### src/design/ibcm_pkg.sv
// Shared widths and constants for the IMU bias calibration and magnitude block.
package ibcm_pkg;

  localparam int AXIS_W      = 16;
  localparam int GSUM_W      = 24;
  localparam int CNT_W       = 8;
  localparam int SQ_W        = 32;
  localparam int ROOT_W      = 16;
  localparam int TEMP_W      = 15;
  localparam int GCORR_W     = 17;
  localparam int TNUM_W      = 18;
  localparam int TDEN_W      = 5;
  localparam int TQ_W        = 14;
  localparam int IN_TDATA_W  = 112;
  localparam int OUT_TDATA_W = 136;

  localparam logic [TDEN_W-1:0] TEMP_DEN    = 5'd17;
  localparam logic [TNUM_W-1:0] TEMP_ROUND  = 18'd8;
  localparam logic [TEMP_W-1:0] TEMP_OFFSET = 15'd3653;

  typedef logic signed [AXIS_W-1:0] axis_t;
  typedef logic [SQ_W-1:0]          sq_t;
  typedef logic [ROOT_W-1:0]        root_t;

endpackage

### src/design/ibcm_sdiv.sv
// Bit-serial restoring divider by a constant divisor, one quotient bit per cycle.
module ibcm_sdiv #(
  parameter int NUM_W = 24,
  parameter int DEN_W = 8
) (
  input  logic             clk,
  input  logic             rst,
  input  logic             start,
  input  logic [NUM_W-1:0] num,
  input  logic [DEN_W-1:0] den,
  output logic             busy,
  output logic [NUM_W-1:0] quotient
);

  localparam int CW = $clog2(NUM_W + 1);

  logic [CW-1:0]    cnt;
  logic [DEN_W-1:0] rem;
  logic [NUM_W-1:0] quo;
  logic [DEN_W:0]   trial;
  logic             qbit;

  assign trial = {rem, quo[NUM_W-1]};
  assign qbit  = (trial >= {1'b0, den});

  always_ff @(posedge clk) begin
    if (rst) begin
      cnt <= '0;
    end else if (start) begin
      cnt <= CW'(NUM_W);
    end else if (cnt != '0) begin
      cnt <= cnt - 1'b1;
    end
  end

  always_ff @(posedge clk) begin
    if (start) begin
      rem <= '0;
      quo <= num;
    end else if (cnt != '0) begin
      rem <= qbit ? DEN_W'(trial - {1'b0, den}) : DEN_W'(trial);
      quo <= {quo[NUM_W-2:0], qbit};
    end
  end

  assign busy     = (cnt != '0);
  assign quotient = quo;

endmodule

### src/design/ibcm_sqsum.sv
// Bit-serial sum of squares of three accelerometer axes, one multiplier bit per cycle.
module ibcm_sqsum (
  input  logic          clk,
  input  logic          rst,
  input  logic          start,
  input  ibcm_pkg::axis_t ax,
  input  ibcm_pkg::axis_t ay,
  input  ibcm_pkg::axis_t az,
  output logic          busy,
  output ibcm_pkg::sq_t sum
);
  import ibcm_pkg::*;

  localparam int CW = $clog2(AXIS_W + 1);

  logic [CW-1:0]     cnt;
  logic [AXIS_W-1:0] mx, my, mz;
  logic [AXIS_W-1:0] bx, by, bz;
  logic [AXIS_W+1:0] acc;
  logic [AXIS_W-1:0] lo;
  logic [AXIS_W+2:0] s;

  assign s = {1'b0, acc}
           + (bx[0] ? (AXIS_W+3)'(mx) : '0)
           + (by[0] ? (AXIS_W+3)'(my) : '0)
           + (bz[0] ? (AXIS_W+3)'(mz) : '0);

  always_ff @(posedge clk) begin
    if (rst) begin
      cnt <= '0;
    end else if (start) begin
      cnt <= CW'(AXIS_W);
    end else if (cnt != '0) begin
      cnt <= cnt - 1'b1;
    end
  end

  always_ff @(posedge clk) begin
    if (start) begin
      mx  <= ax[AXIS_W-1] ? AXIS_W'(-ax) : AXIS_W'(ax);
      my  <= ay[AXIS_W-1] ? AXIS_W'(-ay) : AXIS_W'(ay);
      mz  <= az[AXIS_W-1] ? AXIS_W'(-az) : AXIS_W'(az);
      bx  <= ax[AXIS_W-1] ? AXIS_W'(-ax) : AXIS_W'(ax);
      by  <= ay[AXIS_W-1] ? AXIS_W'(-ay) : AXIS_W'(ay);
      bz  <= az[AXIS_W-1] ? AXIS_W'(-az) : AXIS_W'(az);
      acc <= '0;
      lo  <= '0;
    end else if (cnt != '0) begin
      acc <= s[AXIS_W+2:1];
      lo  <= {s[0], lo[AXIS_W-1:1]};
      bx  <= bx >> 1;
      by  <= by >> 1;
      bz  <= bz >> 1;
    end
  end

  assign busy = (cnt != '0);
  assign sum  = {acc[SQ_W-AXIS_W-1:0], lo};

endmodule

### src/design/ibcm_ssqrt.sv
// Digit-serial integer square root, two radicand bits and one root bit per cycle.
module ibcm_ssqrt (
  input  logic            clk,
  input  logic            rst,
  input  logic            start,
  input  ibcm_pkg::sq_t   radicand,
  output logic            busy,
  output ibcm_pkg::root_t root
);
  import ibcm_pkg::*;

  localparam int CW = $clog2(ROOT_W + 1);

  logic [CW-1:0]     cnt;
  sq_t               x;
  logic [ROOT_W:0]   rem;
  root_t             r;
  logic [ROOT_W+2:0] t;
  logic [ROOT_W+2:0] trial;
  logic              rbit;

  assign t     = {rem, x[SQ_W-1:SQ_W-2]};
  assign trial = {1'b0, r, 2'b01};
  assign rbit  = (t >= trial);

  always_ff @(posedge clk) begin
    if (rst) begin
      cnt <= '0;
    end else if (start) begin
      cnt <= CW'(ROOT_W);
    end else if (cnt != '0) begin
      cnt <= cnt - 1'b1;
    end
  end

  always_ff @(posedge clk) begin
    if (start) begin
      x   <= radicand;
      rem <= '0;
      r   <= '0;
    end else if (cnt != '0) begin
      x   <= {x[SQ_W-3:0], 2'b00};
      rem <= rbit ? (ROOT_W+1)'(t - trial) : (ROOT_W+1)'(t);
      r   <= {r[ROOT_W-2:0], rbit};
    end
  end

  assign busy = (cnt != '0);
  assign root = r;

endmodule

### src/design/imu_bias_calibrate_and_magnitude.sv
// Top level: gyro bias calibration, accelerometer magnitude and temperature scaling.
// Calibration samples are accepted back to back; the last one is followed by the offset division.
// A measured sample passes through bit-serial squaring and then digit-serial square root, with
// the temperature division running alongside, and is then registered as a result; the next
// sample is accepted only after that. The result register lets the next sample enter while a result waits.
// Reset clears the calibration count, sums, offsets and all handshake state.
module imu_bias_calibrate_and_magnitude #(
  parameter int CAL_SAMPLES = 200
) (
  input  logic                                 clk,
  input  logic                                 rst,
  input  logic                                 s_axis_tvalid,
  output logic                                 s_axis_tready,
  // accel_x, accel_y, accel_z, temp_raw, gyro_x, gyro_y, gyro_z
  input  logic [ibcm_pkg::IN_TDATA_W-1:0]      s_axis_tdata,
  output logic                                 m_axis_tvalid,
  input  logic                                 m_axis_tready,
  // out_accel_x, out_accel_y, out_accel_z, accel_magnitude, temp_centideg,
  // gyro_x_corrected, gyro_y_corrected, gyro_z_corrected, zero padding
  output logic [ibcm_pkg::OUT_TDATA_W-1:0]     m_axis_tdata
);
  import ibcm_pkg::*;

  localparam logic [2:0] ST_IDLE = 3'd0;
  localparam logic [2:0] ST_OFFS = 3'd1;
  localparam logic [2:0] ST_OWAIT = 3'd2;
  localparam logic [2:0] ST_SQ = 3'd3;
  localparam logic [2:0] ST_RT = 3'd4;
  localparam logic [2:0] ST_FIN = 3'd5;

  localparam logic [CNT_W-1:0] CAL_N = CNT_W'(CAL_SAMPLES);

  logic [2:0] state;
  logic [CNT_W-1:0] calib_count;
  logic signed [GSUM_W-1:0] gyro_sum_x, gyro_sum_y, gyro_sum_z;
  axis_t offset_x, offset_y, offset_z;

  axis_t in_ax, in_ay, in_az, in_tr, in_gx, in_gy, in_gz;
  axis_t ax, ay, az, gx, gy, gz;
  logic temp_neg;
  logic accept, calibrating;

  logic [AXIS_W-1:0] tr_abs;
  logic [TNUM_W-1:0] tnum;
  logic [TNUM_W-1:0] tquo;
  logic tdiv_busy;

  logic sq_start, sq_busy;
  sq_t sq_sum;
  logic rt_start, rt_busy;
  root_t mag;

  logic od_start;
  logic odx_busy, ody_busy, odz_busy;
  logic [GSUM_W-1:0] qx, qy, qz;

  logic [TEMP_W-1:0] temp_val;
  logic [GCORR_W-1:0] gcx, gcy, gcz;

  assign in_ax = s_axis_tdata[15:0];
  assign in_ay = s_axis_tdata[31:16];
  assign in_az = s_axis_tdata[47:32];
  assign in_tr = s_axis_tdata[63:48];
  assign in_gx = s_axis_tdata[79:64];
  assign in_gy = s_axis_tdata[95:80];
  assign in_gz = s_axis_tdata[111:96];

  assign s_axis_tready = (state == ST_IDLE);
  assign accept        = s_axis_tvalid && s_axis_tready;
  assign calibrating   = (calib_count < CAL_N);

  assign tr_abs   = in_tr[AXIS_W-1] ? AXIS_W'(-in_tr) : AXIS_W'(in_tr);
  assign tnum     = {tr_abs, 2'b00} + TNUM_W'(tr_abs) + TEMP_ROUND;
  assign sq_start = accept && !calibrating;
  assign rt_start = (state == ST_SQ) && !sq_busy;
  assign od_start = (state == ST_OFFS);

  ibcm_sqsum u_sqsum (
    .clk   (clk),
    .rst   (rst),
    .start (sq_start),
    .ax    (in_ax),
    .ay    (in_ay),
    .az    (in_az),
    .busy  (sq_busy),
    .sum   (sq_sum)
  );

  ibcm_ssqrt u_ssqrt (
    .clk      (clk),
    .rst      (rst),
    .start    (rt_start),
    .radicand (sq_sum),
    .busy     (rt_busy),
    .root     (mag)
  );

  ibcm_sdiv #(.NUM_W(TNUM_W), .DEN_W(TDEN_W)) u_tdiv (
    .clk      (clk),
    .rst      (rst),
    .start    (sq_start),
    .num      (tnum),
    .den      (TEMP_DEN),
    .busy     (tdiv_busy),
    .quotient (tquo)
  );

  ibcm_sdiv #(.NUM_W(GSUM_W), .DEN_W(CNT_W)) u_odiv_x (
    .clk      (clk),
    .rst      (rst),
    .start    (od_start),
    .num      (gyro_sum_x[GSUM_W-1] ? GSUM_W'(-gyro_sum_x) : GSUM_W'(gyro_sum_x)),
    .den      (CAL_N),
    .busy     (odx_busy),
    .quotient (qx)
  );

  ibcm_sdiv #(.NUM_W(GSUM_W), .DEN_W(CNT_W)) u_odiv_y (
    .clk      (clk),
    .rst      (rst),
    .start    (od_start),
    .num      (gyro_sum_y[GSUM_W-1] ? GSUM_W'(-gyro_sum_y) : GSUM_W'(gyro_sum_y)),
    .den      (CAL_N),
    .busy     (ody_busy),
    .quotient (qy)
  );

  ibcm_sdiv #(.NUM_W(GSUM_W), .DEN_W(CNT_W)) u_odiv_z (
    .clk      (clk),
    .rst      (rst),
    .start    (od_start),
    .num      (gyro_sum_z[GSUM_W-1] ? GSUM_W'(-gyro_sum_z) : GSUM_W'(gyro_sum_z)),
    .den      (CAL_N),
    .busy     (odz_busy),
    .quotient (qz)
  );

  always_ff @(posedge clk) begin
    if (rst) begin
      state       <= ST_IDLE;
      calib_count <= '0;
      gyro_sum_x  <= '0;
      gyro_sum_y  <= '0;
      gyro_sum_z  <= '0;
      offset_x    <= '0;
      offset_y    <= '0;
      offset_z    <= '0;
    end else begin
      case (state)
        ST_IDLE: begin
          if (accept) begin
            if (calibrating) begin
              gyro_sum_x  <= gyro_sum_x + GSUM_W'(in_gx);
              gyro_sum_y  <= gyro_sum_y + GSUM_W'(in_gy);
              gyro_sum_z  <= gyro_sum_z + GSUM_W'(in_gz);
              calib_count <= calib_count + 1'b1;
              if (calib_count + 1'b1 == CAL_N) begin
                state <= ST_OFFS;
              end
            end else begin
              state <= ST_SQ;
            end
          end
        end
        ST_OFFS: begin
          state <= ST_OWAIT;
        end
        ST_OWAIT: begin
          if (!odx_busy && !ody_busy && !odz_busy) begin
            offset_x <= gyro_sum_x[GSUM_W-1] ? AXIS_W'(-qx) : AXIS_W'(qx);
            offset_y <= gyro_sum_y[GSUM_W-1] ? AXIS_W'(-qy) : AXIS_W'(qy);
            offset_z <= gyro_sum_z[GSUM_W-1] ? AXIS_W'(-qz) : AXIS_W'(qz);
            state    <= ST_IDLE;
          end
        end
        ST_SQ: begin
          if (!sq_busy) begin
            state <= ST_RT;
          end
        end
        ST_RT: begin
          if (!rt_busy && !tdiv_busy) begin
            state <= ST_FIN;
          end
        end
        ST_FIN: begin
          if (!m_axis_tvalid || m_axis_tready) begin
            state <= ST_IDLE;
          end
        end
        default: begin
          state <= ST_IDLE;
        end
      endcase
    end
  end

  always_ff @(posedge clk) begin
    if (sq_start) begin
      ax       <= in_ax;
      ay       <= in_ay;
      az       <= in_az;
      gx       <= in_gx;
      gy       <= in_gy;
      gz       <= in_gz;
      temp_neg <= in_tr[AXIS_W-1];
    end
  end

  assign temp_val = (temp_neg ? TEMP_W'(-{1'b0, tquo[TQ_W-1:0]})
                              : TEMP_W'({1'b0, tquo[TQ_W-1:0]})) + TEMP_OFFSET;
  assign gcx = {gx[AXIS_W-1], gx} - {offset_x[AXIS_W-1], offset_x};
  assign gcy = {gy[AXIS_W-1], gy} - {offset_y[AXIS_W-1], offset_y};
  assign gcz = {gz[AXIS_W-1], gz} - {offset_z[AXIS_W-1], offset_z};

  always_ff @(posedge clk) begin
    if (rst) begin
      m_axis_tvalid <= 1'b0;
    end else if (state == ST_FIN && (!m_axis_tvalid || m_axis_tready)) begin
      m_axis_tvalid <= 1'b1;
    end else if (m_axis_tready) begin
      m_axis_tvalid <= 1'b0;
    end
  end

  always_ff @(posedge clk) begin
    if (state == ST_FIN && (!m_axis_tvalid || m_axis_tready)) begin
      m_axis_tdata <= {6'b000000, gcz, gcy, gcx, temp_val, mag, az, ay, ax};
    end
  end

endmodule

### config.mk
export PLATFORM = sky130hd
export DESIGN_NAME = imu_bias_calibrate_and_magnitude
export DESIGN_NICKNAME = d
export VERILOG_FILES = /design/src/design/ibcm_pkg.sv /design/src/design/ibcm_sdiv.sv /design/src/design/ibcm_sqsum.sv /design/src/design/ibcm_ssqrt.sv /design/src/design/imu_bias_calibrate_and_magnitude.sv
export SDC_FILE = /design/constraint.sdc
export NUM_CORES = 2
export LEC_CHECK = 0
export BUFFER_PORTS_ARGS = -buffer_cell sky130_fd_sc_hd__buf_2
export CAP_MARGIN = 25
export CORE_MARGIN = 3
export CORE_UTILIZATION = 50
export DETAILED_ROUTE_END_ITERATION = 16
export HOLD_SLACK_MARGIN = 0.02
export PLACE_DENSITY = 0.76
export SETUP_SLACK_MARGIN = 0.3
export SYNTH_ARGS = -nofsm -noshare
export SYNTH_HDL_FRONTEND = slang
export SYNTH_SLANG_ARGS = --single-unit
### constraint.sdc
create_clock -name clk -period 16.4 [get_ports clk]
set_input_delay 1.64 -clock clk [delete_from_list [all_inputs] [get_ports clk]]
set_output_delay 1.64 -clock clk [all_outputs]
set_load 0.02 [all_outputs]
==> reports/summary.txt <==
Final worst setup slack: 11.60 ns
Synthesis-to-finish area growth: 12.4%
Crit path capture type: flip-flop
GR Util All Layers: 20.4%
CP most frequent cell: o21ai_1
Fill count: 6,395
Post-CTS setup buffer count: 0
Drc violations: 0
Worst rel slew slack: 31.9%
RSZ-0062 raised after global routing: no
Placer Congestion: 0.860
Worst Skew: 0.0282 ns
Clk buf depth: 3
Commonest non-fill, non-tap cell in the layout: nand2_1
Post-DP Area: 40,300 um2
Drt via density: 5.54
Crit Path Max Fanout: 6
Post-route cell area: 42,900 um2
HPWL after detailed placement: 56.7 mm
Cell row count: 100
Cts hold-fix bufs: 0
Final nets: 4,490
Sink Count: 700
First drt pass iteration count: 5
First-pass GRT wire length: 134 mm
Num ports: 254
Slowest-stage cell, CP: o41ai_1
Htree depth: 3
Final Hold Vio Count: 0
Clock power frac: 22.9%
Commonest non-fill, non-tap cells in the layout: 647 x nand2_1, 442 x edfxtp_1, 258 x dfxtp_1
Placed insts: 5,014
Flops & latches, synth: 700
Cell Pwr Density: 175 nW/um2
DP Worst Slack: 11.02 ns
Unique masters post-synth: 83
Hold WS: 0.411 ns
Overall power: 7.52 mW
CTS buffer count: 77
Top_reg_cell synth: edfxtp_1
Crit start category: input pin
Fin crit share: 29.3%
Power share of the sequential group: 37.5%
Async SR Flop Fraction: 0%
Minimum clock period after layout: 4.80 ns
FMAX: 208 MHz
Crit Path Class: in -> reg
Post-Layout Cell Count: 5,161
Clk slew on worst S/H paths: 0.06 ns
Crit-path max cell delay: 0.48 ns
Internal Power: 4.73 mW
Slew Limit Fails: 0
Vias in the first global route: 27,100
Run status: completed
Worst-Margin Slew: 1.02 ns
Logic pwr share: 39.7%
Detailed Route Iter0 Violations: 2,123
TritonCTS clock tree: done
Die width: 282 um
TNS Setup: 0 ns
Post-synth EDFFs: 442
Worst skew pair latency: 0.62 ns
Part of the Yosys area used for sequential elements: 48.3%
GRT overflow: 0
Worst path cell trace: buf_2, or3_1, nor3_2, nand2b_1, or3_1, nand2_1, xnor2_1, ha_1, ha_1, and3_1, a21oi_1, o21ai_1, o41ai_1, o21ai_1, xnor2_1, o21ai_1
Switching share of power: 37.1%
Syn Inst Count: 3,929
Detailed Route WL: 82.7 mm
Post-synthesis cell area: 38,200 um2
Routed vias: 28,600
Die H: 282 um
Root Buffer: clkbuf_16
Initial antenna violation count: 2
ANT nets after route: 0
Pleak: 17.1 nW
Crit path required time: 16.73 ns
Switch Pwr: 2.79 mW
Worst hold path type: reg -> reg
Synthesis warning total: 0
Worst VDD drop: 0.000100 V
PortBufs: 247
Final Setup Violations: 0
Post_cts resized: 0
Initial Utilization: 50.8%
Core Region: 75,100 um2
Critical Path AT: 5.13 ns
Layout cells sized above 1: 10.4%
# Max-Cap Violations: 0
Die footprint: 79,700 um2
Avg WL per Cell: 16.0 um
Finished Core Util: 57.1%
Largest net degree at the start of global routing: 145
Syn avg cell area: 9.71 um2
[kinds of logic (layout without fill, tap and decap cells)]
logic type / Yosys count / count (layout) / synth area share (%)
AO/OA/AOI/OAI: 872 / 872 / 14.3
adder cells (fa/ha/maj): 247 / 247 / 8.87
multiplexers: 21 / 21 / 0.567
other: 1 / 7 / 0.00983
XOR/XNOR: 327 / 327 / 7.51
buffers and inverters: 401 / 658 / 4.06
flip-flops: 700 / 700 / 48.3
AND/OR/NAND/NOR: 1360 / 1360 / 16.4
[layout make-up]
cell class	instances	area (um2)	share of cell area [%]
Multi-Input combinational cell	2833	18300	42.6
Antenna cell	1	2.50	0.00584
Timing Repair Buffer	274	1520	3.55
Tap cell	969	1210	2.83
Clock buffer	108	2180	5.07
Clock inverter	35	360	0.840
Sequential cell	700	18400	43.0
Inverter	241	912	2.13
[power by group through the flow]
stage | sequential, mW | combinational [mW] | clock, mW
floorplan | 2.73 | 2.41 | 0
global placement | 2.84 | 2.85 | 0
detailed placement | 2.85 | 2.95 | 0
global route | 2.88 | 3.41 | 1.83
finish | 2.82 | 2.98 | 1.72
CTS | 2.82 | 2.97 | 1.76
[path summary, 6_finish.rpt]
path	depth (start not counted)	start	slack, ns	end
hold / removal	0	az[2]$_DFFE_PP_	0.41	m_axis_tdata[34]$_DFFE_PP_
setup / recovery	16	s_axis_tdata[48]	11.60	u_tdiv.quotient[17]$_DFFE_PP_
hold reg to reg	0	az[2]$_DFFE_PP_	0.41	m_axis_tdata[34]$_DFFE_PP_
setup reg to reg	17	u_sqsum.bx[0]$_DFFE_PP_	11.90	u_sqsum.acc[16]$_SDFFE_PP0P_
[synthesized netlist by cell type, types with 6 or more instances]
cell type    n  area (um2)
edfxtp_1   442       13300
dfxtp_1    258        5160
nor2_1     249         935
nand3b_1    12        90.1
o22ai_1      7        43.8
a21boi_1     7        52.6
a211oi_1   100         751
inv_1      239         897
nor4b_1      6        52.6
and2_1      55         344
o21bai_1    13        97.6
o21ai_1     89         445
and4_1       7        61.3
and3_1      23         144
or4_1       23         173
mux2i_1     16         160
ha_1       208        2600
nand4_1     15        93.8
xor2_1     159        1390
nor4_1      23         144
o211ai_1    12        90.1
xnor2_1    168        1470
a221oi_1     8        70.1
a21oi_1    249        1250
o21ai_0    151         756
a21o_1      59         443
nor2b_1     41         257
o21a_1      25         188
o41ai_1     30         263
buf_4        7        52.6
o31ai_1     47         353
a211o_1      7        61.3
fa_1        39         781
clkbuf_1   144         541
a31oi_1     13        81.3
or3_1       55         344
nand3_1     56         280
nand2_1    649        2440
nor3_1      90         450
nand2b_1    27         169
[worst max-delay path: cells and delay by family]
kind | cells | cell delay [ns]
XOR/XNOR | 2 | 0.30
AO/OA/AOI/OAI | 5 | 0.93
buffers and inverters | 1 | 0.12
AND/OR/NAND/NOR | 6 | 1.46
adder cells (fa/ha/maj) | 2 | 0.66
[flip-flops by register name, indices dropped and copies added, names as in the netlist, 17 cells and up]
| name | count |
|---|---|
| u_sqsum.acc | 18 |
| gyro_sum_y | 24 |
| u_ssqrt.rem | 17 |
| u_tdiv.quotient | 18 |
| u_odiv_y.quotient | 24 |
| gyro_sum_z | 24 |
| gyro_sum_x | 24 |
| u_ssqrt.x | 32 |
| u_odiv_x.quotient | 24 |
| u_odiv_z.quotient | 24 |
| m_axis_tdata | 130 |
[per-layer routing]
metal  up-vias  share of wire (%)  track usage [%]
met5         -              0.015                0
met4         2                2.2             6.06
met2       663                 47             34.1
li1      14300                  -                -
met3       134                5.7             3.38
met1     13500                 46             27.6
No activity file was read; power rests on OpenSTA's default activity.
